### src/rtl/swrf_pkg.sv
// Shared types and constants for the wall repulsion force block.
// Holds the configuration record, the queue entry format and register index codes.
// No dependencies.
package swrf_pkg;

    localparam int WORD_BITS  = 32;
    localparam int FRAC_BITS  = 16;
    // Square root of a 2*WORD_BITS sum: one result bit per step.
    localparam int ROOT_STEPS = WORD_BITS;
    // Quotient bits of r0/r below the saturation point.
    localparam int FDIV_STEPS = WORD_BITS - 1;
    // Quotient bits of a unit vector component, which never exceeds 1.0.
    localparam int UDIV_STEPS = FRAC_BITS + 1;
    localparam int QUEUE_DEPTH = 4;

    // Register indexes of the configuration port.
    typedef enum logic [2:0] {
        REG_WALL_STYLE      = 3'd0,
        REG_WALL_LOW        = 3'd1,
        REG_WALL_HIGH       = 3'd2,
        REG_CYLINDER_RADIUS = 3'd3,
        REG_CUTOFF_DISTANCE = 3'd4,
        REG_STRENGTH        = 3'd5
    } cfg_reg_t;

    typedef enum logic [1:0] {
        STYLE_X   = 2'd0,
        STYLE_Y   = 2'd1,
        STYLE_Z   = 2'd2,
        STYLE_CYL = 2'd3
    } wall_style_t;

    typedef struct packed {
        wall_style_t        wall_style;
        logic signed [31:0] wall_low;
        logic signed [31:0] wall_high;
        logic [30:0]        cylinder_radius;
        logic [30:0]        cutoff_distance;
        logic signed [31:0] strength;
    } cfg_t;

    // One classified particle passed from the front end to the force unit.
    typedef struct packed {
        logic        apply;
        logic        last;
        logic [2:0]  neg;
        logic [2:0]  nz;
        logic        cyl;
        logic [1:0]  axis;
        logic [30:0] r;
        logic [31:0] rho;
        logic [31:0] axm;
        logic [31:0] aym;
    } work_t;

endpackage

### src/rtl/swrf_queue.sv
// Short queue between the classification front end and the force unit.
// Depends on swrf_pkg for the entry format and depth.
module swrf_queue (
    input  logic           aclk,
    input  logic           aresetn,
    input  logic           push_valid,
    output logic           push_ready,
    input  swrf_pkg::work_t push_item,
    output logic           pop_valid,
    input  logic           pop_ready,
    output swrf_pkg::work_t pop_item
);
    import swrf_pkg::*;

    localparam int PTR_W = $clog2(QUEUE_DEPTH);

    work_t            mem [QUEUE_DEPTH];
    logic [PTR_W-1:0] wr_ptr_reg;
    logic [PTR_W-1:0] rd_ptr_reg;
    logic [PTR_W:0]   count_reg;
    logic             do_push;
    logic             do_pop;

    assign push_ready = (count_reg != (PTR_W+1)'(QUEUE_DEPTH));
    assign pop_valid  = (count_reg != '0);
    assign do_push    = push_valid && push_ready;
    assign do_pop     = pop_valid && pop_ready;
    assign pop_item   = mem[rd_ptr_reg];

    // Storage is written at the tail on every accepted push.
    always_ff @(posedge aclk) begin
        if (do_push) begin
            mem[wr_ptr_reg] <= push_item;
        end
    end

    // Pointers and fill count.
    always_ff @(posedge aclk) begin
        if (!aresetn) begin
            wr_ptr_reg <= '0;
            rd_ptr_reg <= '0;
            count_reg  <= '0;
        end else begin
            if (do_push) begin
                wr_ptr_reg <= wr_ptr_reg + 1'b1;
            end
            if (do_pop) begin
                rd_ptr_reg <= rd_ptr_reg + 1'b1;
            end
            if (do_push && !do_pop) begin
                count_reg <= count_reg + 1'b1;
            end else if (do_pop && !do_push) begin
                count_reg <= count_reg - 1'b1;
            end
        end
    end

endmodule

### config.mk
export PLATFORM = sky130hd
export DESIGN_NAME = swrf_queue
export DESIGN_NICKNAME = d
export VERILOG_FILES = /design/src/rtl/swrf_pkg.sv /design/src/rtl/swrf_queue.sv
export SDC_FILE = /design/constraint.sdc
export NUM_CORES = 1
export LEC_CHECK = 0
export BUFFER_PORTS_ARGS = -buffer_cell sky130_fd_sc_hd__buf_2
export CAP_MARGIN = 20
export CORE_MARGIN = 2
export CORE_UTILIZATION = 60
export DETAILED_ROUTE_END_ITERATION = 16
export PLACE_DENSITY = 0.83
export SYNTH_ARGS = -nofsm -noshare
export SYNTH_HDL_FRONTEND = slang
export SYNTH_SLANG_ARGS = --single-unit
### constraint.sdc
create_clock -name aclk -period 13.41 [get_ports aclk]
set_clock_uncertainty 0.1 [all_clocks]
set_input_delay 1.341 -clock aclk [delete_from_list [all_inputs] [get_ports aclk]]
set_output_delay 1.341 -clock aclk [all_outputs]
set_load 0.02 [all_outputs]
==> qor.yml, run 1 <==
synthesis:
  synthTopCellsByArea: "edfxtp_1, mux4_2, buf_12, dfxtp_1, buf_2"
  synth_top_area_frac: 0.808
  synthDistinctLibCells: 24
  synth.avg_cell_area_um2: 26.7
  yosysMostFrequentCell: "edfxtp_1"
  ys_warn_count: 0
  yosysSeqAreaShare: 0.817
  synth_fp_nets: 917
  syn_area_mm2: 0.0205
  yosys-top-cells-count: "edfxtp_1, mux4_2, buf_2, buf_12, dfxtp_1"
  synth-edff-count: 552
  yosys_register_bits: 561
  synthFlopType: "edfxtp_1"
  syn_inst: 769
  synth_async_sr_flop_share: 0
  yosys.area.top_type: "edfxtp_1"
timing:
  rsz0062_at_grt: "false"
  drv_slew: 0
  worst_pin_slew_ps: 994
  slew_headroom: 0.337
  timing.final.crit_share: 0.352
  max_freq_ghz: 0.212
  fin_tns_setup_ps: 0
  hold_violations: 0
  fin_crit_ps: 4720
  hold_ws_ps: 402
  setup_viol: 0
route:
  drtIter0Drc: 707
  wl_per_cell_um: 24.1
  vias: 9132
  drt_wl_total_mm: 38.0
  drt-vias-per-instance: 5.81
  ant_nets: 0
  drt_pass1_iterations: 5
  drc: 0
worst_setup_path:
  critPathKind: "flop to primary output"
  cp.required_ps: 11970
  startpoint_type: "flop"
  cp-end-kind: "primary output"
  crit_arrival_ps: 3270
  reg2reg_from: "count_reg[0]"
  crit_chain: "buf_4 > mux4_2 > buf_2"
  cp_max_fo: 47
  cp_slowest_stage_delay_ps: 1000
  r2r_end: "mem[3][53]"
  cpMaxStageDelayCell: "dfxtp_4"
  reg2regPathDepth: 4
  reg2reg_slack_ps: 10630
die:
  core_mm2: 0.0336
  initial_core_util: 0.610
  die_area_mm2: 0.0357
  die_w_um: 189
  dieHeight_um: 189
  num_rows: 67
  boundaryPins: 282
clocking:
  cts.path.max_buffers: 3
  cts_sinks: 561
  cts-root-buf: "clkbuf_16"
  cts_tree: "yes"
  clk_pin_slew_ps: 60
  htreeDepth: 2
  cts_buffers: 52
  clk_latency_ps: 550
  hold_buffers: 0
  post_cts_buffers: 0
  cts_resized: 0
min_path:
  min_path_cells: 2
  hp-class: "flop to flop"
  min_to: "wr_ptr_reg[1]"
  hold_start: "wr_ptr_reg[1]"
layout:
  largest_register_ffs: 552
  drive_above_1_share: 0.448
  syn_to_final_growth_pct: 16.0
  nets: 1232
  final_util: 0.707
  final_area_mm2: 0.0238
global_routing:
  grt_pass1_vias: 9680
  antenna_found_initial: 9
  grt_max_degree: 64
  grt_pass1_wl_mm: 57.0
  grt_usage: 0.215
  gr-total-overflow: 0
status:
  outcome: "finished, final reports clean"
placement:
  globalplace.congestion: 0.728
  placement.cell_area_mm2: 0.0222
  io_buffer_count: 281
  dpl.hpwl_mm: 22.4
power_and_ir_drop:
  p_per_area_mw_per_mm2: 198
  ir_worst_vdd_v: 0.000181
  leakagePower_nw: 7.92
  p_total_mw: 4.70
run:
  cap_violations: 0
## report_power, final
group / switching, mW / internal [mW] / leakage, nW
clock: 0.578 / 0.753 / 0.755
sequential: 0.0871 / 2.13 / 5.13
combinational: 0.670 / 0.484 / 2.03
total: 1.34 / 3.37 / 7.92
## stage by stage
stage / setup slack (ps) / cells
4_1_cts: 8540 / 1568
5_1_grt: 8360 / 1570
2_1_floorplan: 7970 / 769
3_3_place_gp: 9130 / 1478
6_report: 8690 / 1573
3_5_place_dp: 9120 / 1478
## cells in the final DEF (no fill, tap or decap), drive strengths merged
cell type,count
diode,5
fa,1
buf,293
a21boi,2
dfxtp,9
o21ai,1
clkbuf,60
o31ai,1
bufinv,2
edfxtp,552
xnor2,3
and2,8
inv,4
nor2,1
clkinv,27
ha,5
mux4,138
nor2b,1
o311ai,1
or3,2
xor2,1
mux2i,3
nand2,5
## final cells by class
class / instances / area [um^2]
flip-flops and latches: 561 / 16800
fillers: 1952 / 9840
well taps: 448 / 561
multi-input cells: 173 / 3400
inverters: 3 / 11.3
clock buffers: 60 / 1350
clock inverters: 30 / 180
diodes: 5 / 12.5
repair buffers: 293 / 1500
## per-layer routing
metal,up-vias,global-route usage,wire (um)
met4,8,0.0601,750
met1,4759,0.292,15100
met3,59,0.0641,3100
met2,347,0.347,19000
li1,3959,-,-
met5,-,0,51
## logic make-up after synthesis
logic type | share of synthesized area
DFF | 0.817
muxes | 0.153
buffers and inverters | 0.0176
and+or+nand+nor | 0.00445
adders and majority gates | 0.00403
AOI/OAI and AO/OA | 0.00195
xor gates and xnor gates | 0.00171
## worst max-delay path by stage
stage,depth (start not counted),slack [ps],to,startpoint
2_1_floorplan,2,7970,mem[0][0],push_valid
3_3_place_gp,3,9130,pop_item[83],flop
3_5_place_dp,3,9120,pop_item[34],flop
4_1_cts,3,8540,pop_item[34],flop
5_1_grt,3,8360,pop_item[34],flop
6_report,3,8690,pop_item[34],flop
## critical path: cells and delay by family (launching register included)
kind,cells,cell delay [ps]
multiplexers,1,630
flip-flops,1,1000
buffers and inverters,2,1050
No activity file was read; power rests on OpenSTA's default activity.
==> inputs of run 2 (changes only) <==
--- a/config.mk
+++ b/config.mk
@@ -8,9 +8,9 @@
 export BUFFER_PORTS_ARGS = -buffer_cell sky130_fd_sc_hd__buf_2
 export CAP_MARGIN = 20
 export CORE_MARGIN = 2
-export CORE_UTILIZATION = 60
+export CORE_UTILIZATION = 57
 export DETAILED_ROUTE_END_ITERATION = 16
-export PLACE_DENSITY = 0.83
+export PLACE_DENSITY = 0.79
 export SYNTH_ARGS = -nofsm -noshare
 export SYNTH_HDL_FRONTEND = slang
 export SYNTH_SLANG_ARGS = --single-unit
==> constraint.sdc (replaced) <==
create_clock -name aclk -period 4.5 [get_ports aclk]
set_clock_uncertainty 0.1 [all_clocks]
set_input_delay 0.45 -clock aclk [delete_from_list [all_inputs] [get_ports aclk]]
set_output_delay 0.45 -clock aclk [all_outputs]
set_load 0.02 [all_outputs]
==> run 2 against run 1 <==
Register-to-register slack lost 8900 ps. Cell area grew 7.5%. Flip-flop and latch count is the same. Sequential power grew to 3.0 times the previous value. Critical path type unchanged. Utilization grew 1.3 points. Via count grew 7.3%. Clock-buffer cell count grew 9. Critical path depth is the same.
==> qor.yml, run 2 (same netlist as run 1, synthesis figures left out) <==
status:
  outcome: "finished, final reports clean"
timing:
  slew_headroom: 0.409
  hold_violations: 0
  worst_pin_slew_ps: 887
  drv_slew: 0
  timing.final.crit_share: 0.717
  max_freq_ghz: 0.310
  setup_viol: 0
  fin_crit_ps: 3230
  fin_tns_setup_ps: 0
  setup_ws_ps: 1270
  rsz0062_at_grt: "false"
die:
  die_area_mm2: 0.0375
  die_w_um: 194
  core_mm2: 0.0355
  dieHeight_um: 194
  boundaryPins: 282
  initial_core_util: 0.578
  num_rows: 69
placement:
  placement.cell_area_mm2: 0.0224
  io_buffer_count: 281
  globalplace.congestion: 0.756
  dpl.hpwl_mm: 22.5
  pre_cts_slack_ps: 1820
worst_setup_path:
  crit_arrival_ps: 2680
  reg2regPathDepth: 4
  cp_slowest_stage_delay_ps: 920
  critPathTopFamily: "flip-flops"
  critPathKind: "flop to primary output"
  critPathBufInv: 2
  startpoint_type: "flop"
  cp-end-kind: "primary output"
  cp_max_fo: 44
  cpMaxStageDelayCell: "dfxtp_4"
  crit_chain: "buf_4 > mux4_2 > buf_2"
  cp.required_ps: 3950
  worst-path-stages: 3
min_path:
  hp-class: "input port to flop"
  min_path_cells: 3
power_and_ir_drop:
  p_total_mw: 14.8
  p_per_area_mw_per_mm2: 578
  leakagePower_nw: 8.66
  switching_power_mw: 4.18
  p_int_mw: 10.6
  combPwrFrac: 0.249
  ir_worst_vdd_v: 0.000548
  power_frac_seq: 0.447
  clkPwrFrac: 0.304
  swShare: 0.283
global_routing:
  grt_pass1_vias: 10400
  antenna_found_initial: 7
  grt_max_degree: 126
  gr-total-overflow: 0
  grt_pass1_wl_mm: 62.9
  grt_usage: 0.223
route:
  ant_nets: 0
  drt_wl_total_mm: 41.0
  drt-vias-per-instance: 5.62
  vias: 9798
  drc: 0
  drtIter0Drc: 593
  drt_pass1_iterations: 4
  wl_per_cell_um: 23.5
layout:
  syn_to_final_growth_pct: 24.7
  final_area_mm2: 0.0256
  final_cell_mix: "edfxtp_1, buf_2, mux4_2, dlygate4sd3_1, clkbuf_16"
  nets: 1379
  largest_register_ffs: 552
  drive_above_1_share: 0.410
  final_common_cell: "edfxtp_1"
clocking:
  clk_pin_slew_ps: 60
  post_cts_buffers: 0
  cts_tree: "yes"
  cts_buffers: 54
  cts.path.max_buffers: 3
  clk_latency_ps: 580
  hold_buffers: 138
  cts_resized: 0
  cts_sinks: 561
  htreeDepth: 2
  cts-root-buf: "clkbuf_16"
run:
  cap_violations: 0
run 2: cell types whose count changed in the layout (fill, tap and decap cells not counted), moves of 4 or more:
cell | previous run | this run
dlygate4sd3_1 | 0 | 138
clkinv_1 | 19 | 10
buf_12 | 0 | 7
clkbuf_1 | 7 | 12
bufinv_16 | 2 | 6
clkbuf_16 | 53 | 57
clkinvlp_4 | 0 | 4
run 2: layout make-up:
class / instances / area (um^2)
Antenna cell: 7 / 17.5
Clock buffer: 69 / 1470
Clock inverter: 31 / 307
Fill cell: 2017 / 9920
Inverter: 3 / 11.3
Multi-Input combinational cell: 173 / 3400
Sequential cell: 561 / 16800
Tap cell: 461 / 577
Timing Repair Buffer: 438 / 3020
run 2: layer usage:
metal | GRT usage | part of all wire | up-vias
met2 | 0.371 | 0.51 | 371
met3 | 0.0511 | 0.068 | 70
met1 | 0.296 | 0.39 | 5085
met4 | 0.0772 | 0.027 | 0
met5 | 0 | 0 | -
li1 | - | - | 4272
run 2: worst paths after layout:
kind | slack (ps) | startpoint | to
max | 1270 | flop | pop_item[52]
min | 90 | aresetn | wr_ptr_reg[1]
max reg2reg | 1770 | count_reg[0] | mem[1][93]
min reg2reg | 410 | wr_ptr_reg[1] | wr_ptr_reg[1]
run 2: power groups by stage:
stage | logic [mW] | registers, mW | clock network (mW)
2_1_floorplan | 2.72 | 6.56 | 0
3_3_place_gp | 3.57 | 6.69 | 0
3_5_place_dp | 3.59 | 6.72 | 0
4_1_cts | 3.72 | 6.63 | 4.56
5_1_grt | 3.89 | 6.68 | 4.75
6_report | 3.68 | 6.61 | 4.49
run 2: per-stage QoR:
step	hold slack, ps	std cells	util
2_1_floorplan	368	769	-
3_3_place_gp	383	1498	0.631
3_5_place_dp	397	1498	0.631
4_1_cts	72.0	1736	0.720
5_1_grt	101	1742	0.720
6_report	90.6	1743	0.720
run 2: worst min-delay path, stage by stage:
cell and delay, ps:
buf_2 150, nand2_1 70, mux2i_1 50
==> inputs of run 3 (changes only) <==
==> constraint.sdc (replaced) <==
create_clock -name aclk -period 3.16 [get_ports aclk]
set_clock_uncertainty 0.1 [all_clocks]
set_input_delay 0.316 -clock aclk [delete_from_list [all_inputs] [get_ports aclk]]
set_output_delay 0.316 -clock aclk [all_outputs]
set_load 0.02 [all_outputs]
==> run 3 against run 2 <==
Sequential power increased by 40%. Critical path type unchanged. Die area unchanged. Flip-flop and latch count unchanged. Critical path depth stayed put. Global-route usage decreased by 0.48 points. Total power increased by 39%. Sequential share of layout area is 0.35 points higher. Worst hold slack better by 44 ps. Register-to-register slack worse by 1000 ps. Utilization decreased by 0.38 points.
==> qor.yml, run 3 (same netlist as run 1, synthesis figures left out) <==
power_and_ir_drop:
  p_total_mw: 20.5
  leakagePower_nw: 8.58
  switching_power_mw: 5.84
  power_frac_seq: 0.451
  swShare: 0.285
  clkPwrFrac: 0.288
  p_int_mw: 14.7
  combPwrFrac: 0.261
  ir_worst_vdd_v: 0.000617
  p_per_area_mw_per_mm2: 807
clocking:
  cts_sinks: 561
  hold_buffers: 139
  post_cts_buffers: 0
  cts_resized: 0
  cts.path.max_buffers: 3
  htreeDepth: 2
  clk_latency_ps: 570
  cts_tree: "yes"
  cts-root-buf: "clkbuf_16"
  cts_buffers: 54
  clk_pin_slew_ps: 60
worst_setup_path:
  cp.required_ps: 2740
  startpoint_type: "flop"
  critPathKind: "flop to primary output"
  cpMaxStageDelayCell: "mux4_2"
  r2r_end: "count_reg[2]"
  cp-end-kind: "primary output"
  crit_arrival_ps: 2320
  crit_chain: "buf_12 > mux4_2 > buf_2"
  critPathTopFamily: "buffers and inverters"
  reg2regPathDepth: 8
  reg2reg_from: "count_reg[0]"
  critPathBufInv: 2
  cp_slowest_stage_delay_ps: 600
  cp_max_fo: 75
  reg2reg_slack_ps: 740
timing:
  hold_violations: 0
  rsz0062_at_grt: "false"
  drv_slew: 0
  timing.final.crit_share: 0.865
  max_freq_ghz: 0.366
  slew_headroom: 0.546
  worst_pin_slew_ps: 681
  setup_viol: 0
  fin_crit_ps: 2730
  fin_tns_setup_ps: 0
die:
  boundaryPins: 282
  initial_core_util: 0.578
  dieHeight_um: 194
  die_area_mm2: 0.0375
  core_mm2: 0.0355
  num_rows: 69
  die_w_um: 194
global_routing:
  gr-total-overflow: 0
  grt_pass1_wl_mm: 62.1
  antenna_found_initial: 3
  grt_max_degree: 80
  grt_pass1_vias: 10500
  grt_usage: 0.218
route:
  drt_pass1_iterations: 5
  drt-vias-per-instance: 5.64
  drtIter0Drc: 633
  ant_nets: 0
  vias: 9762
  drc: 0
  wl_per_cell_um: 23.1
  drt_wl_total_mm: 39.9
layout:
  drive_above_1_share: 0.400
  final_common_cell: "edfxtp_1"
  fillers: 2030
  antenna-diode-count: 0
  final_cell_mix: "edfxtp_1, buf_2, dlygate4sd3_1"
  register_area_mm2: 0.0168
  nets: 1375
  multiInputGateArea_mm2: 0.00340
  largest_register_ffs: 552
  syn_to_final_growth_pct: 24.0
placement:
  io_buffer_count: 281
  globalplace.congestion: 0.730
  dpl.hpwl_mm: 22.3
min_path:
  hold_start: "push_valid"
  min_path_cells: 3
  hp-class: "input port to flop"
  min_to: "wr_ptr_reg[1]"
status:
  outcome: "finished, final reports clean"
run:
  cap_violations: 0
## run 3: cell count changes in the layout (fill, tap and decap cells not counted), sizes merged
cell / before / now
dlygate4sd3: 138 / 139
clkbuf: 69 / 81
buf: 300 / 295
clkinvlp: 4 / 1
bufinv: 6 / 1
inv: 3 / 5
diode: 7 / 0
clkinv: 21 / 13
## run 3: power groups by stage
stage / Sequential [mW] / Combinational, mW / Clock [mW]
3_5_place_dp: 9.41 / 5.25 / 0
6_report: 9.26 / 5.35 / 5.90
5_1_grt: 9.32 / 5.68 / 6.32
3_3_place_gp: 9.35 / 5.23 / 0
2_1_floorplan: 9.34 / 3.87 / 0
4_1_cts: 9.26 / 5.42 / 6.04
## run 3: tightest hold or removal path: stages
cell and delay [ps]:
buf_2 100, a21boi_2 200, mux2i_1 130
## run 3: worst max path at each step
stage	from	to	slack (ps)	cells after the start
floorplan	count_reg[0]	mem[0][0]	90	3
global placement	count_reg[0]	count_reg[2]	860	8
detailed placement	count_reg[0]	count_reg[2]	780	8
CTS	flop	pop_item[62]	350	3
global route	flop	pop_item[62]	270	3
finish	flop	pop_item[39]	430	3
## run 3: final cells by class
type | count | area share
clock buffer | 81 | 0.0595
inverter | 3 | 0.000443
multi-input combinational | 173 | 0.134
tap | 461 | 0.0227
sequential | 561 | 0.659
clock inverter | 17 | 0.00433
timing repair buffer | 434 | 0.120
## run 3: metrics by stage
step	hold slack [ps]	instances	utilization	area [um^2]	worst slack, ps
floorplan	315	769	-	20500	91.4
global placement	383	1493	0.632	22400	859
detailed placement	403	1493	0.632	22400	784
CTS	99.2	1730	0.717	25400	345
global route	134	1730	0.717	25400	273
finish	134	1730	0.717	25400	426
## run 3: layer usage
metal	GRT usage	up-vias	part of all wire
met3	0.0562	82	0.078
met4	0.0614	6	0.026
met2	0.353	379	0.49
met5	0	-	0.00085
met1	0.302	5049	0.40
li1	-	4246	-
